[src/mfca_pkg.sv]
// Shared types and constants of the frame calibrator and averager.
package mfca_pkg;

  localparam int CHANNELS_DEF = 12;

  localparam logic [1:0] OP_DATA   = 2'd0;
  localparam logic [1:0] OP_GAIN   = 2'd1;
  localparam logic [1:0] OP_OFFSET = 2'd2;
  localparam logic [1:0] OP_EOB    = 2'd3;

  localparam logic [15:0] SYNC_WORD    = 16'hFEFE;
  localparam logic [15:0] SAMPLE_BIAS  = 16'h8000;
  localparam logic [15:0] COUNT_MAX    = 16'hFFFF;
  localparam logic [16:0] HEADER_BYTES = 17'd52;

  localparam logic       CFG_MODE  = 1'b0;
  localparam logic       CFG_BYTES = 1'b1;
  localparam logic [1:0] MODE_AVG  = 2'd0;
  localparam logic [1:0] MODE_CAL  = 2'd1;

  typedef struct packed {
    logic accept;
    logic mul;
    logic acc;
    logic div_load;
    logic div_step;
    logic div_emit;
    logic clear;
  } cmd_t;

  typedef struct packed {
    logic take;
    logic mode_zero;
    logic out_busy;
    logic div_last;
    logic avg_last;
  } sts_t;

endpackage

[src/mfca_ctrl.sv]
// Controller state machine of the frame calibrator and averager.
module mfca_ctrl (
  input  logic             clk,
  input  logic             rst_n,
  input  logic             in_valid,
  input  logic [1:0]       in_opcode,
  output logic             in_stall,
  input  mfca_pkg::sts_t   sts,
  output mfca_pkg::cmd_t   cmd
);

  localparam logic [2:0] S_IDLE  = 3'd0;
  localparam logic [2:0] S_MUL   = 3'd1;
  localparam logic [2:0] S_ACC   = 3'd2;
  localparam logic [2:0] S_DLOAD = 3'd3;
  localparam logic [2:0] S_DSTEP = 3'd4;
  localparam logic [2:0] S_DEMIT = 3'd5;

  logic [2:0] state_r, state_nxt;

  assign in_stall = (state_r != S_IDLE);

  always_comb begin
    state_nxt = state_r;
    cmd       = '0;
    unique case (state_r)
      S_IDLE: begin
        if (in_valid) begin
          cmd.accept = 1'b1;
          if (in_opcode == mfca_pkg::OP_DATA) begin
            if (sts.take) state_nxt = S_MUL;
          end else if (in_opcode == mfca_pkg::OP_EOB) begin
            if (sts.mode_zero) state_nxt = S_DLOAD;
            else cmd.clear = 1'b1;
          end
        end
      end
      S_MUL: begin
        cmd.mul   = 1'b1;
        state_nxt = S_ACC;
      end
      S_ACC: begin
        if (sts.mode_zero || !sts.out_busy) begin
          cmd.acc   = 1'b1;
          state_nxt = S_IDLE;
        end
      end
      S_DLOAD: begin
        cmd.div_load = 1'b1;
        state_nxt    = S_DSTEP;
      end
      S_DSTEP: begin
        cmd.div_step = 1'b1;
        if (sts.div_last) state_nxt = S_DEMIT;
      end
      S_DEMIT: begin
        if (!sts.out_busy) begin
          cmd.div_emit = 1'b1;
          if (sts.avg_last) begin
            cmd.clear = 1'b1;
            state_nxt = S_IDLE;
          end else begin
            state_nxt = S_DLOAD;
          end
        end
      end
      default: state_nxt = S_IDLE;
    endcase
  end

  always_ff @(posedge clk) begin
    if (!rst_n) state_r <= S_IDLE;
    else state_r <= state_nxt;
  end

endmodule

[config.mk]
export PLATFORM = sky130hd
export DESIGN_NAME = mfca_ctrl
export DESIGN_NICKNAME = d
export VERILOG_FILES = /design/src/mfca_pkg.sv /design/src/mfca_ctrl.sv
export SDC_FILE = /design/constraint.sdc
export NUM_CORES = 1
export LEC_CHECK = 0
export ABC_CLOCK_PERIOD_IN_PS = 1500
export BUFFER_PORTS_ARGS = -buffer_cell sky130_fd_sc_hd__buf_2
export CAP_MARGIN = 30
export CELL_PAD_IN_SITES_DETAIL_PLACEMENT = 0
export CELL_PAD_IN_SITES_GLOBAL_PLACEMENT = 1
export CORE_MARGIN = 8
export CORE_UTILIZATION = 23
export DETAILED_ROUTE_END_ITERATION = 7
export PLACE_DENSITY = 0.64
export REMOVE_ABC_BUFFERS = 1
export SLEW_MARGIN = 15
export SYNTH_ARGS = -nofsm -noshare
export SYNTH_HDL_FRONTEND = slang
export SYNTH_SLANG_ARGS = --single-unit
[constraint.sdc]
create_clock -name clk -period 1.5 [get_ports clk]
set_clock_uncertainty 0.1 [all_clocks]
set_input_delay 0.15 -clock clk [delete_from_list [all_inputs] [get_ports clk]]
set_output_delay 0.15 -clock clk [all_outputs]
set_load 0.03 [all_outputs]
==> results of run 1 <==
critical path, delay by kind of cell (launching register included):
family	cells	cell delay [ns]
simple gates	2	0.35
compound gates	1	0.16
buf+inv	2	0.25
flops	1	0.31
where the power goes:
part	internal, mW	leakage (nW)	switching, mW	total, mW
clock network	0.0997	0.0150	0.0424	0.142
registers	0.113	0.0250	0.0208	0.134
logic	0.398	0.282	0.395	0.793
total	0.611	0.322	0.458	1.07
what timing repair did:
item,4_1_cts,5_1_grt
hold buffers,0,0
resized for setup,19,22
setup endpoints to repair,6,9
cloned,0,0
pin swaps,6,8
setup buffers,2,1
cell families after synthesis:
group | after synthesis
AOI/OAI and AO/OA | 8
and+or+nand+nor | 19
DFF | 3
adders and majority gates | 3
muxes | 1
buffers and inverters | 5
layout make-up:
cell class                 count  area (sq um)  share of cell area, %
clock buffer                   4          26.3                   3.99
tap                           15          18.8                   2.85
inverter                       5          31.3                   4.75
sequential                     3          61.3                   9.32
timing repair buffer          29           225                   34.2
multi-input combinational     31           295                   44.9
per-layer routing:
metal	GRT usage, %	vias up	part of all wire (%)
met5	0	-	0
li1	-	203	-
met1	7.40	181	36
met4	5.17	0	1.1
met3	2.85	2	4.2
met2	15.6	9	58
synth_stat cells:
cell type  count
inv_1          5
nor2_1         4
dfxtp_1        3
ha_1           3
nand2_1        3
nor2b_1        3
a32o_1         2
nand2b_1       2
nor3_1         2
o21ai_0        2
a21o_2         1
a21oi_1        1
a221oi_2       1
and2_1         1
and2b_1        1
mux2i_1        1
nor3b_1        1
o21a_1         1
or3b_1         1
or4b_1         1
how the worst max path moves through the flow:
stage | from | endpoint
final | state_r[1] | cmd[0]
after global routing | state_r[1] | cmd[0]
after CTS | state_r[0] | cmd[0]
after detailed placement | in_opcode[0] | state_r[0]
after global placement | in_opcode[0] | state_r[0]
after floorplan | in_opcode[0] | state_r[0]
==> impl_metrics.toml, run 1 <==
[sta]
fmax_mhz = 641
fin_crit_ns = 1.56
tightest_slew_ns = 0.229
finalWorstSetupSlack_ns = -0.0595
fin_setup_tns_ns = -0.0907
fin_crit_sh_pct = 104
final_hold_viol_count = 0
finalMaxSlewViolations = 0
rsz0062_at_grt = "true"
slew_headroom_pct = 84.8
whs_ns = 0.0709
setup_viol = 3

[worst_setup_path]
worst_ep_required_time_ns = 1.25
reg2reg_from = "state_r[1]"
path_class = "reg2out"
critPathSlowestCell = "dfxtp_2"
r2r_slack_ns = -0.03
crit_chain = "buf_6 -> nor3_4 -> and2_4 -> a32o_2 -> buf_6"
path_common_cell = "buf_6"
worst_path_largest_cell_delay_ns = 0.31
regToRegEndpoint = "state_r[1]"
arrival_ns = 1.31
setup.worst_path.start_class = "register"
rr_worst_depth = 5
worst_setup_path_end_kind = "output pin"
worstPathMaxFanout = 5

[finish]
drive_above_1_share_pct = 68.1
nets = 86
mostFrequentLayoutCells = "buf_4, buf_2, buf_6"
largest_register_ffs = 3
nFillCells = 119
n_antenna_cell = 0
layout_commonest_cell = "buf_4"
largest-register = "state_r"
final_area_sq_um = 658
final_cell_count_no_fill = 87
final_util_pct = 52.5
area_growth_pct = 119
top_regs = "state_r x3"

[cts]
cts_max_level = 1
numClockSinks = 3
clkSlewWorstSetupHoldPaths_ns = 0.04
clockBufferDepth = 2
cts-root-buf = "clkbuf_4"
cts_tree = "done"
cts-buffers-inserted = 3
insertion_delay_ns = 0.23

[routing]
drt_wl_total_mm = 1.16
ant_nets = 0
firstDrtPassIters = 2
drc_errors = 0
routedWlPerCell_microns = 13.3
via_per_inst = 4.54
drt_iter0_drc = 3
vias = 395

[die]
rows = 13
die_area_sq_um = 2720
die_x_microns = 52.1
coreArea_sq_um = 1250
fp.dieH_microns = 52.1
initial_utilization_pct = 24.0
io_pins = 18

[flow_run]
drv_cap = 0

[synth]
synth-xor-area-share_pct = 0
yosysWarnings = 0
synth_area_sq_um = 300
ys_seq_area_share_pct = 20.0
synth_area_leaders = "dfxtp_1, ha_1, a32o_1"
synth_top_family_by_area = "simple AND/OR/NAND/NOR gates"
yosysUniqueCellTypes = 20
synthSimpleGateAreaFrac_pct = 35.8
ys_seq_elements = 3
synth_top_area_share_pct = 20.0
synthAdderAreaFrac_pct = 12.5
synth_top_area_cell = "dfxtp_1"
muxShareOfSynthArea_pct = 3.33
synth_cells = 39
synth-compound-area-share_pct = 22.1
syn_area_per_cell_sq_um = 7.70

[placement]
dp_hpwl_microns = 731
dp.cells = 80
portBuffers = 17
dpl_cell_area_sq_um = 472
gp_congestion = 0.714
place_ws_ns = -0.330

[global_routing]
grt_usage_pct = 8.33
grt_overflow_total = 0
grt_pass1_wl_mm = 1.64
antenna_found_initial = 0
grt_pass1_vias = 389
grt_max_degree = 7

[outcome]
outcome = "finished, violations left"
violations = "negative setup slack"

[power]
leakagePower_nw = 0.322
p_total_mw = 1.07
powerDensity_nw_per_um2 = 1630
vdd_drop_max_v = 0.000721

[min_path]
hold_end = "state_r[2]"
hold_start = "rst_n"
whs_path_depth = 2
hold_class = "in2reg"
Note: power is estimated with default switching activity, not from simulation.
==> run 2: changes to the inputs <==
--- a/config.mk
+++ b/config.mk
@@ -8,12 +8,11 @@
 export ABC_CLOCK_PERIOD_IN_PS = 1500
 export BUFFER_PORTS_ARGS = -buffer_cell sky130_fd_sc_hd__buf_2
 export CAP_MARGIN = 30
-export CELL_PAD_IN_SITES_DETAIL_PLACEMENT = 0
-export CELL_PAD_IN_SITES_GLOBAL_PLACEMENT = 1
-export CORE_MARGIN = 8
-export CORE_UTILIZATION = 23
+export CORE_AREA = 8 8 45 47
+export CTS_CLUSTER_DIAMETER = 150
 export DETAILED_ROUTE_END_ITERATION = 7
-export PLACE_DENSITY = 0.64
+export DIE_AREA = 0 0 53 55
+export PLACE_DENSITY = 0.45
 export REMOVE_ABC_BUFFERS = 1
 export SLEW_MARGIN = 15
 export SYNTH_ARGS = -nofsm -noshare
==> run 2 against run 1 <==
Net effect: the flow still finishes with violations (negative setup slack); register-to-register slack improved by 0.02 ns; global-route usage decreased by 0.077 points; combinational power decreased by 2.9%; critical path depth increased by 1.
==> impl_metrics.toml, run 2 (same netlist as run 1, synthesis figures left out) <==
[outcome]
outcome = "finished, violations left"
violations = "negative setup slack"

[power]
vdd_drop_max_v = 0.000462
powerDensity_nw_per_um2 = 1640
leakagePower_nw = 0.315

[finish]
nets = 85
largest-register = "state_r"
mostFrequentLayoutCells = "buf_4, buf_2, buf_6"
nFillCells = 137
n_antenna_cell = 0
layout_commonest_cell = "buf_4"
top_regs = "state_r x3"
area_growth_pct = 114
largest_register_ffs = 3
drive_above_1_share_pct = 64.8

[routing]
firstDrtPassIters = 4
drt_wl_total_mm = 1.07
ant_nets = 0
routedWlPerCell_microns = 12.3
drt_iter0_drc = 10
vias = 393
drc_errors = 0
via_per_inst = 4.52

[cts]
cts-buffers-inserted = 3
insertion_delay_ns = 0.24
cts_max_level = 1
cts_tree = "done"
clkSlewWorstSetupHoldPaths_ns = 0.04
clockBufferDepth = 2
numClockSinks = 3
cts-root-buf = "clkbuf_4"

[flow_run]
drv_cap = 0

[worst_setup_path]
setup.worst_path.start_class = "input pin"
worstPathMaxFanout = 2
regToRegEndpoint = "state_r[1]"
arrival_ns = 1.61
worst_setup_path_end_kind = "register"
r2r_slack_ns = -0.01
worst_ep_required_time_ns = 1.56
path_class = "in2reg"
reg2reg_from = "state_r[1]"
rr_worst_depth = 5

[min_path]
hold_class = "in2reg"
hold_end = "state_r[2]"
whs_path_depth = 2
hold_start = "rst_n"

[sta]
slew_headroom_pct = 84.6
finalMaxSlewViolations = 0
fin_crit_sh_pct = 103
fin_setup_tns_ns = -0.125
whs_ns = 0.0612
rsz0062_at_grt = "true"
setup_viol = 4
finalWorstSetupSlack_ns = -0.0517
fin_crit_ns = 1.55
tightest_slew_ns = 0.231
final_hold_viol_count = 0
fmax_mhz = 644

[die]
initial_utilization_pct = 21.7
io_pins = 18
die_x_microns = 53
fp.dieH_microns = 55
coreArea_sq_um = 1380
die_area_sq_um = 2920
rows = 14

[global_routing]
antenna_found_initial = 0
grt_pass1_vias = 387
grt_max_degree = 7
grt_pass1_wl_mm = 1.70
grt_overflow_total = 0
grt_usage_pct = 8.25

[placement]
portBuffers = 17
dp_hpwl_microns = 793
gp_congestion = 0.700
==> run 2: changes by cell type in the layout (fill, tap and decap cells not counted), sizes merged <==
cell / before / now
buf: 29 / 28
==> run 2: worst max-delay path by stage <==
stage,from,endpoint,cells after the start
floorplan,in_opcode[0],state_r[0],5
global placement,in_opcode[0],state_r[0],6
global route,state_r[1],cmd[0],5
detailed placement,in_opcode[0],state_r[0],6
finish,in_opcode[0],state_r[0],6
CTS,state_r[0],cmd[0],5
==> run 2: what timing repair did <==
action,in CTS,in global routing
resized for setup,21,15
pin swaps,6,6
hold buffers,0,0
endpoints found under the setup margin,7,8
setup buffers,2,0
==> run 2: area by class of cell <==
class | instances | area, sq um | share of cell area [%]
clock buffer | 4 | 26.3 | 4.09
inverter | 5 | 31.3 | 4.87
multi-input combinational | 31 | 287 | 44.6
sequential | 3 | 62.6 | 9.75
tap | 16 | 20.0 | 3.12
timing repair buffer | 28 | 215 | 33.5
==> run 2: worst max-delay path: stages <==
cell      delay, ns
buf_8          0.11
inv_8          0.05
ha_4           0.19
or4b_4         0.55
a221oi_4       0.32
mux2i_1        0.24
==> run 2: power breakdown <==
group | total, mW | internal [mW] | switching, mW | leakage [nW]
registers | 0.137 | 0.117 | 0.0201 | 0.0253
logic | 0.770 | 0.384 | 0.386 | 0.275
clock network | 0.146 | 0.100 | 0.0462 | 0.0150
total | 1.05 | 0.601 | 0.452 | 0.315
==> run 2: per-layer routing <==
| metal | track usage, % | share of wire [%] | vias to the layer above |
|---|---|---|---|
| li1 | - | - | 201 |
| met1 | 7.45 | 35 | 177 |
| met2 | 14.6 | 53 | 13 |
| met3 | 1.60 | 9.3 | 2 |
| met4 | 9.05 | 2.0 | 0 |
| met5 | 0 | 0 | - |
==> run 2: stage by stage <==
step	setup WS, ns	instances	instance area (sq um)	util [%]	total power, mW
floorplan	-0.161	39	300	-	0.490
global placement	-0.338	82	480	34.7	0.702
detailed placement	-0.342	82	480	34.7	0.703
CTS	-0.0738	87	598	43.2	1.04
global route	-0.121	87	642	46.4	1.13
finish	-0.0517	87	642	46.4	1.05
==> run 3: changes to the inputs <==
--- a/config.mk
+++ b/config.mk
@@ -13,7 +13,6 @@
 export DETAILED_ROUTE_END_ITERATION = 7
 export DIE_AREA = 0 0 53 55
 export PLACE_DENSITY = 0.45
-export REMOVE_ABC_BUFFERS = 1
 export SLEW_MARGIN = 15
 export SYNTH_ARGS = -nofsm -noshare
 export SYNTH_HDL_FRONTEND = slang
==> run 3 against run 2 <==
Net effect: the run still ends with negative setup slack left; core utilization is the same; critical endpoint is now cmd[0]; first-iteration DRC count shrank 50%; largest power group unchanged; worst setup slack gained 0.0072 ns; critical path depth shrank 1; die area is the same; highest routed layer is now met3; total power shrank 5.0%.
==> impl_metrics.toml, run 3 (same netlist as run 1, synthesis figures left out) <==
[placement]
place_ws_ns = -0.366
dp_hpwl_microns = 767
dpl_cell_area_sq_um = 510
portBuffers = 17
gp_congestion = 0.669
dp.cells = 81

[sta]
final_hold_viol_count = 0
setup_viol = 3
finalWorstSetupSlack_ns = -0.0445
fin_crit_ns = 1.54
slew_headroom_pct = 80.9
fin_setup_tns_ns = -0.0571
whs_ns = 0.0882
fin_crit_sh_pct = 103
finalMaxSlewViolations = 0
tightest_slew_ns = 0.286
rsz0062_at_grt = "true"
fmax_mhz = 647

[min_path]
whs_path_depth = 2
hold_class = "in2reg"

[routing]
drc_errors = 0
drt_iter0_drc = 5
ant_nets = 0
routedWlPerCell_microns = 11.4
vias = 367
via_per_inst = 4.27
firstDrtPassIters = 3
drt_wl_total_microns = 979

[worst_setup_path]
worst_setup_path_end_kind = "output pin"
setup.worst_path.start_class = "register"
worst_ep_required_time_ns = 1.25
rr_worst_depth = 5
r2r_slack_ns = 0
path_class = "reg2out"
arrival_ns = 1.29
worstPathMaxFanout = 4

[cts]
clkSlewWorstSetupHoldPaths_ns = 0.03
insertion_delay_ns = 0.23
clockBufferDepth = 2
cts_tree = "done"
cts_max_level = 1
cts-root-buf = "clkbuf_4"
numClockSinks = 3
cts-buffers-inserted = 3

[finish]
final_util_pct = 46.4
layout_commonest_cell = "buf_2"
drive_above_1_share_pct = 62.9
n_antenna_cell = 0
nets = 84
top_regs = "state_r x3"
largest_register_ffs = 3
mostFrequentLayoutCells = "buf_2, buf_4, buf_6"
final_area_sq_um = 642
nFillCells = 135
area_growth_pct = 114
largest-register = "state_r"
final_cell_count_no_fill = 86

[flow_run]
drv_cap = 0

[power]
p_clk_share_pct = 13.7
p_total_mw = 1.00
vdd_drop_max_v = 0.000903
p_int_uw = 563
p_sw_uw = 437
powerDensity_nw_per_um2 = 1560
p_comb_share_pct = 72.9
leakagePower_nw = 0.313
power_switching_share_pct = 43.7
p_seq_share_pct = 13.4

[global_routing]
grt_pass1_vias = 395
grt_overflow_total = 0
antenna_found_initial = 0
grt_max_degree = 7
grt_pass1_wl_mm = 1.63
grt_usage_pct = 7.27

[die]
io_pins = 18
die_area_sq_um = 2920
die_x_microns = 53
rows = 14
coreArea_sq_um = 1380
fp.dieH_microns = 55
initial_utilization_pct = 21.7

[synth]
synth_nets = 52

[outcome]
violations = "negative setup slack"
outcome = "finished, violations left"
-- run 3: changes by cell type in the layout (fill, tap and decap cells not counted), sizes merged --
cell  change
buf       -1
-- run 3: worst paths after layout --
kind	startpoint	end
worst max-delay path	state_r[2]	cmd[0]
worst max register to register	state_r[2]	state_r[1]
worst min-delay path	rst_n	state_r[2]
worst min register to register	state_r[0]	state_r[0]
-- run 3: timing repair --
item                       4_1_cts  5_1_grt
hold buffers                     0        0
buffers inserted                 1        0
resized for setup               23        3
pin swaps                        4        3
gates cloned                     0        0
setup endpoints to repair        6        6
-- run 3: critical path, cell delays in order, from the launching register on --
cell	delay, ns
dfxtp_1	0.30
buf_6	0.12
nor3_4	0.18
and2_4	0.16
a32o_2	0.17
buf_6	0.13
-- run 3: final cells by class --
type,instances,area (sq um),area share [%]
Timing Repair Buffer,27,210,32.7
Tap cell,16,20.0,3.12
Sequential cell,3,62.6,9.75
Multi-Input combinational cell,31,284,44.2
Inverter,5,38.8,6.04
Clock buffer,4,26.3,4.09
-- run 3: metal layers --
layer / track usage, % / up-vias / routed length [microns]
met5: 0 / - / 0
met4: 3.88 / 0 / 0
met3: 1.60 / 0 / 77
met2: 12.3 / 9 / 487
met1: 8.36 / 162 / 414
li1: - / 196 / -
-- run 3: power groups by stage --
stage,sequential (mW),clock (mW),combinational (mW)
after floorplan,0.145,0,0.359
after global placement,0.125,0,0.599
after detailed placement,0.123,0,0.598
after CTS,0.133,0.145,0.717
after global routing,0.137,0.145,0.793
final,0.134,0.137,0.729
